**config.mk**
```make
export PLATFORM = sky130hd
export DESIGN_NAME = vigenere_cipher
export DESIGN_NICKNAME = d
export VERILOG_FILES = /design/src/rtl/vc_pkg.sv /design/src/rtl/vc_key_seq.sv /design/src/rtl/vc_cipher.sv /design/src/rtl/vigenere_cipher.sv
export SDC_FILE = /design/constraint.sdc
export NUM_CORES = 1
export LEC_CHECK = 0
export ABC_AREA = 1
export BUFFER_PORTS_ARGS = -buffer_cell sky130_fd_sc_hd__buf_2
export CAP_MARGIN = 20
export CORE_UTILIZATION = 55
export DETAILED_ROUTE_END_ITERATION = 8
export GPL_TIMING_DRIVEN = 1
export PLACE_DENSITY_LB_ADDON = 0.2
export SLEW_MARGIN = 20
export SYNTH_ARGS = -nofsm -noshare
export SYNTH_HDL_FRONTEND = slang
export SYNTH_SLANG_ARGS = --single-unit
```
**constraint.sdc**
```tcl
create_clock -name clk -period 6.6 [get_ports clk]
set_clock_uncertainty 0.1 [all_clocks]
set_input_delay 0.66 -clock clk [delete_from_list [all_inputs] [get_ports clk]]
set_output_delay 0.66 -clock clk [all_outputs]
set_load 0.005 [all_outputs]
```
**src/rtl/vc_pkg.sv**
```systemverilog
package vc_pkg;

  localparam int CharW     = 8;
  localparam int LenW      = 6;
  localparam int RowW      = 2;
  localparam int ColW      = 4;
  localparam int EntryW    = 5;
  localparam int KeyRows   = 4;
  localparam int RowEntries = 12;
  localparam int KeyRegW   = 60;
  localparam int CfgIdxW   = 3;

  localparam logic [CharW-1:0]  UpperFirst = 8'd65;
  localparam logic [CharW-1:0]  UpperLast  = 8'd90;
  localparam logic [CharW-1:0]  LowerFirst = 8'd97;
  localparam logic [CharW-1:0]  LowerLast  = 8'd122;
  localparam logic [EntryW:0]   Alpha      = 6'd26;
  localparam logic [ColW-1:0]   LastCol    = 4'd11;

  // register indexes on the configuration port
  localparam logic [CfgIdxW-1:0] CFG_KEY_LENGTH   = 3'd0;
  localparam logic [CfgIdxW-1:0] CFG_DECRYPT_MODE = 3'd1;
  localparam logic [CfgIdxW-1:0] CFG_KEY_SHIFTS_0 = 3'd2;
  localparam logic [CfgIdxW-1:0] CFG_KEY_SHIFTS_1 = 3'd3;
  localparam logic [CfgIdxW-1:0] CFG_KEY_SHIFTS_2 = 3'd4;
  localparam logic [CfgIdxW-1:0] CFG_KEY_SHIFTS_3 = 3'd5;

  typedef logic [KeyRows-1:0][KeyRegW-1:0] key_bank_t;

  // key position split into a 12-entry row and a column within it
  typedef struct packed {
    logic [RowW-1:0] row;
    logic [ColW-1:0] col;
  } key_pos_t;

  typedef struct packed {
    logic [CharW-1:0] char_in;
    logic             message_start;
    logic             message_end_in;
  } in_t;

  typedef struct packed {
    logic [CharW-1:0] char_out;
    logic             message_end_out;
  } out_t;

endpackage

```
**src/rtl/vc_key_seq.sv**
```systemverilog
module vc_key_seq #(
  parameter int MAX_KEY_LEN = 48
) (
  input  logic                     clk,
  input  logic                     rst_n,
  input  logic                     adv,
  input  logic                     start,
  input  logic [vc_pkg::LenW-1:0]  key_length,
  output vc_pkg::key_pos_t         pos_use,
  output vc_pkg::key_pos_t         pos_q
);

  vc_pkg::key_pos_t        pos_r;
  vc_pkg::key_pos_t        pos_nxt;
  logic [vc_pkg::LenW-1:0] len_eff;
  logic [vc_pkg::LenW-1:0] pos_lin;
  logic [vc_pkg::LenW-1:0] pos_inc;

  assign pos_q   = pos_r;
  assign pos_use = start ? '0 : pos_r;

  always_comb begin
    if (key_length == '0) begin
      len_eff = vc_pkg::LenW'(1);
    end else if (key_length > vc_pkg::LenW'(MAX_KEY_LEN)) begin
      len_eff = vc_pkg::LenW'(MAX_KEY_LEN);
    end else begin
      len_eff = key_length;
    end
  end

  // linear position = row*12 + col
  assign pos_lin = {1'b0, pos_use.row, 3'b000} + {2'b00, pos_use.row, 2'b00}
                 + {2'b00, pos_use.col};
  assign pos_inc = pos_lin + vc_pkg::LenW'(1);

  always_comb begin
    pos_nxt = pos_r;
    if (adv) begin
      if (pos_inc >= len_eff) begin
        pos_nxt = '0;
      end else if (pos_use.col == vc_pkg::LastCol) begin
        pos_nxt.row = pos_use.row + vc_pkg::RowW'(1);
        pos_nxt.col = '0;
      end else begin
        pos_nxt.row = pos_use.row;
        pos_nxt.col = pos_use.col + vc_pkg::ColW'(1);
      end
    end
  end

  always_ff @(posedge clk) begin
    if (!rst_n) begin
      pos_r <= '0;
    end else begin
      pos_r <= pos_nxt;
    end
  end

endmodule

```
**src/rtl/vc_cipher.sv**
```systemverilog
module vc_cipher (
  input  logic [vc_pkg::CharW-1:0] char_in,
  input  vc_pkg::key_pos_t         pos,
  input  vc_pkg::key_bank_t        key_bank,
  input  logic                     decrypt,
  output logic [vc_pkg::CharW-1:0] char_out
);

  logic [5:0]                  bit_off;
  logic [vc_pkg::EntryW-1:0]   raw;
  logic [vc_pkg::EntryW:0]     k_mod;
  logic [vc_pkg::EntryW:0]     k_dir;
  logic [vc_pkg::CharW-1:0]    base;
  logic                        is_letter;
  logic [vc_pkg::EntryW:0]     rel;
  logic [vc_pkg::EntryW:0]     sum;
  logic [vc_pkg::EntryW:0]     sum_mod;

  assign bit_off = {pos.col, 2'b00} + {2'b00, pos.col};
  assign raw     = key_bank[pos.row][bit_off +: vc_pkg::EntryW];

  // 5-bit entry mod 26: values 26..31 fold to 0..5
  assign k_mod = ({1'b0, raw} >= vc_pkg::Alpha) ? ({1'b0, raw} - vc_pkg::Alpha)
                                                : {1'b0, raw};
  assign k_dir = (decrypt && k_mod != '0) ? (vc_pkg::Alpha - k_mod) : k_mod;

  always_comb begin
    is_letter = 1'b1;
    base      = vc_pkg::UpperFirst;
    if (char_in >= vc_pkg::UpperFirst && char_in <= vc_pkg::UpperLast) begin
      base = vc_pkg::UpperFirst;
    end else if (char_in >= vc_pkg::LowerFirst && char_in <= vc_pkg::LowerLast) begin
      base = vc_pkg::LowerFirst;
    end else begin
      is_letter = 1'b0;
    end
  end

  assign rel     = (vc_pkg::EntryW+1)'(char_in - base);
  assign sum     = rel + k_dir;
  assign sum_mod = (sum >= vc_pkg::Alpha) ? (sum - vc_pkg::Alpha) : sum;

  assign char_out = is_letter ? (base + {2'b00, sum_mod}) : char_in;

endmodule

```
**src/rtl/vigenere_cipher.sv**
```systemverilog
// vigenere_cipher: per-byte Vigenere shift of ASCII letters.
// Path from input transaction to out_valid: input register, then result register.
// Throughput: one transaction per cycle; both stages advance together when the result
//   register is empty or being taken, so the cipher path adds no bubbles.
// Reset (rst_n low, synchronous): pipeline emptied, key position 0, key_length 1,
//   decrypt_mode 0, all key shifts 0.
module vigenere_cipher #(
  parameter int MAX_KEY_LEN = 48
) (
  input  logic                        clk,
  input  logic                        rst_n,
  input  logic                        in_valid,
  output logic                        in_ready,
  input  vc_pkg::in_t                 in_data,
  output logic                        out_valid,
  input  logic                        out_ready,
  output vc_pkg::out_t                out_data,
  input  logic                        cfg_we,
  input  logic [vc_pkg::CfgIdxW-1:0]  cfg_index,
  input  logic [vc_pkg::KeyRegW-1:0]  cfg_wdata
);

  // ---------------------------------------------------------------------------
  // Configuration registers
  // ---------------------------------------------------------------------------
  logic [vc_pkg::LenW-1:0] key_length_r;
  logic                    decrypt_r;
  vc_pkg::key_bank_t       key_bank_r;

  always_ff @(posedge clk) begin
    if (!rst_n) begin
      key_length_r <= vc_pkg::LenW'(1);
      decrypt_r    <= 1'b0;
      key_bank_r   <= '0;
    end else if (cfg_we) begin
      case (cfg_index)
        vc_pkg::CFG_KEY_LENGTH:   key_length_r  <= cfg_wdata[vc_pkg::LenW-1:0];
        vc_pkg::CFG_DECRYPT_MODE: decrypt_r     <= cfg_wdata[0];
        vc_pkg::CFG_KEY_SHIFTS_0: key_bank_r[0] <= cfg_wdata;
        vc_pkg::CFG_KEY_SHIFTS_1: key_bank_r[1] <= cfg_wdata;
        vc_pkg::CFG_KEY_SHIFTS_2: key_bank_r[2] <= cfg_wdata;
        vc_pkg::CFG_KEY_SHIFTS_3: key_bank_r[3] <= cfg_wdata;
        default: ;  // unknown index: write dropped
      endcase
    end
  end

  // ---------------------------------------------------------------------------
  // Handshake: stage 1 (input register) feeds the result register.
  // The result register takes a new value when empty or when the current one
  // is taken; stage 1 refills under the same condition or when empty.
  // ---------------------------------------------------------------------------
  logic             s1_valid_r;
  logic             s1_valid_nxt;
  logic [vc_pkg::CharW-1:0] s1_char_r;
  logic             s1_end_r;
  vc_pkg::key_pos_t s1_pos_r;
  logic             out_valid_r;
  logic             out_valid_nxt;
  vc_pkg::out_t     out_data_r;

  logic             out_load;
  logic             in_fire;

  assign out_load = !out_valid_r || out_ready;
  assign in_ready = !s1_valid_r || out_load;
  assign in_fire  = in_valid && in_ready;

  assign s1_valid_nxt  = in_fire ? 1'b1 : (out_load ? 1'b0 : s1_valid_r);
  assign out_valid_nxt = out_load ? s1_valid_r : out_valid_r;

  // key position tracks every accepted byte; the position in use is captured
  // alongside the byte so the cipher stage needs no state of its own
  vc_pkg::key_pos_t pos_use;
  vc_pkg::key_pos_t pos_q;

  vc_key_seq #(
    .MAX_KEY_LEN(MAX_KEY_LEN)
  ) u_key_seq (
    .clk        (clk),
    .rst_n      (rst_n),
    .adv        (in_fire),
    .start      (in_data.message_start),
    .key_length (key_length_r),
    .pos_use    (pos_use),
    .pos_q      (pos_q)
  );

  always_ff @(posedge clk) begin
    if (!rst_n) begin
      s1_valid_r  <= 1'b0;
      out_valid_r <= 1'b0;
    end else begin
      s1_valid_r  <= s1_valid_nxt;
      out_valid_r <= out_valid_nxt;
    end
  end

  always_ff @(posedge clk) begin
    if (in_fire) begin
      s1_char_r <= in_data.char_in;
      s1_end_r  <= in_data.message_end_in;
      s1_pos_r  <= pos_use;
    end
  end

  // ---------------------------------------------------------------------------
  // Cipher stage: key entry select, mod-26 shift, into the result register
  // ---------------------------------------------------------------------------
  logic [vc_pkg::CharW-1:0] cipher_char;

  vc_cipher u_cipher (
    .char_in  (s1_char_r),
    .pos      (s1_pos_r),
    .key_bank (key_bank_r),
    .decrypt  (decrypt_r),
    .char_out (cipher_char)
  );

  always_ff @(posedge clk) begin
    if (out_load && s1_valid_r) begin
      out_data_r.char_out        <= cipher_char;
      out_data_r.message_end_out <= s1_end_r;
    end
  end

  assign out_valid = out_valid_r;
  assign out_data  = out_data_r;

  // ---------------------------------------------------------------------------
  // Assertions
  // ---------------------------------------------------------------------------

  // key position stays inside its row and below MAX_KEY_LEN entries
  a_pos_range: assert property (@(posedge clk) disable iff (!rst_n)
    (pos_q.col <= vc_pkg::LastCol) &&
    ((32'(pos_q.row) * 12 + 32'(pos_q.col)) < MAX_KEY_LEN))
    else $error("key position out of range");

  // a message start always enciphers with key entry 0
  a_start_pos: assert property (@(posedge clk) disable iff (!rst_n)
    in_fire && in_data.message_start |=> s1_pos_r == '0)
    else $error("message start did not reset key position");

  // bytes outside A-Z / a-z pass through unchanged
  a_passthru: assert property (@(posedge clk) disable iff (!rst_n)
    out_load && s1_valid_r &&
    !((s1_char_r >= vc_pkg::UpperFirst && s1_char_r <= vc_pkg::UpperLast) ||
      (s1_char_r >= vc_pkg::LowerFirst && s1_char_r <= vc_pkg::LowerLast))
    |=> out_data_r.char_out == $past(s1_char_r))
    else $error("non-letter byte altered");

  // an empty result register never blocks the input side
  a_no_stall: assert property (@(posedge clk) disable iff (!rst_n)
    !out_valid_r |-> in_ready)
    else $error("input stalled with empty result register");

endmodule
```
==> metrics.md <==
| Metric | Value |
|---|---|
| Hold path cells | `1` |
| Switching Power | `about 1.4 mW` |
| Sequential share of power | `0.400` |
| Hold Slack | `between 0.15 and 0.2 ns` |
| CTS tree | `yes` |
| Post-route cell area | `~0.017 sq mm` |
| Clock Latency Late Sink | `between 0.5 and 0.6 ns` |
| Max-slew headroom | `0.317` |
| Placed Area | `between 0.015 and 0.02 sq mm` |
| Gr usage total | `0.293` |
| Synth top area cells | `dfxtp_1, nand2_1, nor2_1, nand3_1, o21ai_0` |
| Initial antenna violation count | `2` |
| Vias in the first global route | `between 10k and 15k` |
| Die height | `167 microns` |
| CP Class | `flip-flop to flip-flop` |
| Worst reg2reg path depth | `44` |
| Congestion Overflow GR | `0` |
| LEAKAGE | `around 7.5 nW` |
| Clock root cell | `clkbuf_16` |
| First-pass GRT wire length | `roughly 68 mm` |
| Ports | `between 80 and 90` |
| Worst path top cell family by delay | `simple AND/OR/NAND/NOR gates` |
| Syn_nets | `2435` |
| PortBufs | `a little under 90` |
| Endpoint type of the worst setup path | `flip-flop` |
| Max Slew Vio Count | `0` |
| Drt total wl | `41.1 mm` |
| Vias per inst | `between 5 and 6` |
| Status | `complete, no violations` |
| Crit path buffers/inverters | `9` |
| Prevailing post-synth register cell | `dfxtp_1` |
| Largest net degree at the start of global routing | `around 150` |
| Core Area | `around 0.027 sq mm` |
| Tcrit/Tclk final | `0.939` |
| Vias | `between 10k and 15k` |
| Max-cap check violation count | `0` |
| HP Class | `input port to flip-flop` |
| Clock transition at the registers of the reported paths | `0.07 ns` |
| Worst path max stage delay | `0.47 ns` |
| Switching share of power | `0.314` |
| Initial Util | `0.558` |
| Most common cell in the netlist | `nand2_1` |
| Top post-synthesis cells by count | `nand2_1, nor2_1, nand3_1` |
| Clk pwr share | `0.364` |
| Min-delay src | `in_data[7]` |
| DRC viols | `0` |
| Worst reg2reg endpoint | `out_data[6]` |
| Post-synth EDFFs | `24` |
| Final ANT Viol Nets | `0` |
| Worst vdd ir | `around 0.24 mV` |
| Critical Path AT | `~6.4 ns` |
| Iteration-0 DRC Markers | `between 1k and 1.5k` |
| Worst Path Max Fanout | `8` |
| Worst path most repeated cell | `nand2_1` |
| Pwr per Cell Area | `273 mW/mm^2` |
| Clock buffer depth | `3` |
| Synthesized area | `around 0.015 sq mm` |
| Net count reported at finish | `approximately 2.4k` |
| TNS Setup | `0 ns` |
| Site Rows | `60` |
| Cell taking the most area after synthesis | `dfxtp_1` |
| Reg2reg start | `s1_pos_r[2]` |
| GP Congestion | `a little under 0.9` |
| Max Fclk | `161 MHz` |
| Area Growth Syn to Fin | `10.4%` |
| Fraction of registers with async set or reset after synthesis | `0` |
| Critical Path Start Type | `flip-flop` |
| Internal Pwr Total | `about 3.1 mW` |
| Gate power share | `0.236` |
| # setup viols final | `0` |
| Die area | `0.0279 sq mm` |
| Library cells used by synthesis | `44` |
| Die X | `roughly 170 microns` |
| Routed WL per cell | `about 15 microns` |
| H-tree depth | `1` |
| Min Clock Period, post-route | `6.20 ns` |
| Drt first pass iters | `5` |
| WP data required | `~6.8 ns` |
| Synth Instances | `around 2.3k` |
| Yosys top cell area share | `0.340` |
| Share of layout cells above drive strength 1 | `0.0918` |
| Avg Cell Area, Syn | `between 6 and 7 sq um` |
| DP Wirelength | `~25 mm` |
| Number of hold buffers added after cts | `0` |
| Yosys reg bits | `approximately 280` |
| Slowest cell on the critical path | `fa_1` |
| Yosys Warn Count | `0` |
| Slew @ Worst Pin | `between 1 and 1.5 ns` |
| Final Hold Viols | `0` |
| Clock sink count | `between 200 and 300` |
| Worst hold path endpoint | `s1_char_r[5]` |
| FF-to-FF setup slack | `0.40 ns` |
| TritonCTS buffer count | `29` |
| Sequential element share of the synthesized area | `0.388` |
-- worst max-delay path by stage --
| stage | startpoint | end | depth (start not counted) |
|---|---|---|---|
| after CTS | s1_pos_r[2] | out_data[6] | 41 |
| final | s1_pos_r[2] | out_data[6] | 44 |
| after global routing | s1_pos_r[2] | out_data[6] | 44 |
| after floorplan | s1_pos_r[2] | out_data[6] | 41 |
| after detailed placement | s1_pos_r[2] | out_data[6] | 41 |
| after global placement | s1_pos_r[2] | out_data[6] | 41 |
-- metal layers --
metal  GRT usage  up-vias  share of wire
met5           0        -        0.00032
met4      0.0734        2          0.018
met3      0.0399       60          0.064
met2       0.499      475           0.47
met1       0.393     6757           0.45
li1            -     7481              -
-- power by group through the flow --
| stage | sequential (mW) | clock, mW | combinational (mW) |
|---|---|---|---|
| 3_5_place_dp | 1.84 | 0 | 1.01 |
| 5_1_grt | 1.82 | 1.74 | 1.20 |
| 4_1_cts | 1.81 | 1.66 | 1.02 |
| 2_1_floorplan | 1.84 | 0 | 0.774 |
| 3_3_place_gp | 1.84 | 0 | 0.993 |
| 6_report | 1.81 | 1.65 | 1.07 |
-- worst reg2reg max path, delay by kind of cell (launching register included) --
family,cells,cell delay [ns]
AO/OA/AOI/OAI,6,0.63
flip-flops,1,0.42
XOR/XNOR,1,0.26
AND/OR/NAND/NOR,23,2.00
adder cells (fa/ha/maj),5,1.52
buffers and inverters,9,1.01
-- placed cells by master, fill, tap and decap left out, types with 2 or more instances in the layout --
| cell type | synthesis | routed |
|---|---|---|
| nor2_1 | 410 | 406 |
| clkbuf_8 | 0 | 7 |
| nor2_4 | 1 | 3 |
| bufinv_16 | 0 | 2 |
| buf_2 | 15 | 87 |
| xor2_1 | 10 | 9 |
| dfxtp_1 | 255 | 255 |
| inv_2 | 5 | 8 |
| o211ai_1 | 2 | 2 |
| a22oi_1 | 2 | 2 |
| clkbuf_1 | 97 | 7 |
| clkbuf_16 | 0 | 30 |
| buf_12 | 1 | 7 |
| o21ai_0 | 266 | 266 |
| fa_1 | 3 | 3 |
| edfxtp_1 | 24 | 24 |
| buf_4 | 11 | 28 |
| or2_2 | 3 | 3 |
| a21oi_1 | 87 | 86 |
| nand3_1 | 273 | 272 |
| nor3_1 | 4 | 3 |
| clkinv_1 | 7 | 5 |
| nand4_1 | 3 | 3 |
| nand2_1 | 619 | 616 |
| nor2_2 | 2 | 4 |
| clkinv_2 | 0 | 6 |
| inv_1 | 132 | 132 |
| xnor2_1 | 3 | 3 |
| o2111ai_1 | 2 | 2 |
| nand2_2 | 9 | 12 |
| ha_2 | 0 | 2 |
| o21ai_1 | 8 | 7 |
| ha_1 | 27 | 24 |
| a211oi_1 | 5 | 4 |
-- stage by stage --
step / setup WS (ns) / total power, mW / util / cells
after floorplan: 0.610 / 2.61 / - / 2327
after global placement: 0.422 / 2.84 / 0.576 / 2634
after detailed placement: 0.266 / 2.86 / 0.576 / 2634
after CTS: 0.222 / 4.50 / 0.611 / 2687
after global routing: -0.0115 / 4.76 / 0.616 / 2695
final: 0.403 / 4.52 / 0.616 / 2696
-- layout make-up --
| type | instances | area [sq um] |
|---|---|---|
| Clock buffer | 42 | 835 |
| Inverter | 145 | 551 |
| Antenna cell | 1 | 2.50 |
| Sequential cell | 279 | 5830 |
| Clock inverter | 11 | 118 |
| Tap cell | 341 | 427 |
| Fill cell | 2599 | 10300 |
| Multi-Input combinational cell | 1752 | 7970 |
| Timing Repair Buffer | 125 | 836 |
-- repair_timing --
action	CTS	global route
setup buffers	0	8
gates resized for setup	0	19
setup endpoints to repair	0	7
-- kinds of logic (layout without fill, tap and decap cells) --
group | count (synthesis) | in the layout | synth area share
compound gates | 379 | 379 | 0.130
xor+xnor | 13 | 13 | 0.00759
fa+ha+maj | 30 | 30 | 0.0265
buf+inv | 296 | 323 | 0.0863
flops | 279 | 279 | 0.388
other cells | 0 | 1 | 0
simple gates | 1330 | 1330 | 0.361
-- registers in the layout (all words and copies together), names as in the netlist --
signal	cells
decrypt_r	1
key_bank_r	240
key_length_r	6
out_data	9
out_valid	1
s1_char_r	8
s1_end_r	1
s1_pos_r	6
s1_valid_r	1
u_key_seq.pos_q	6
Power figures use the tool's default switching activity.
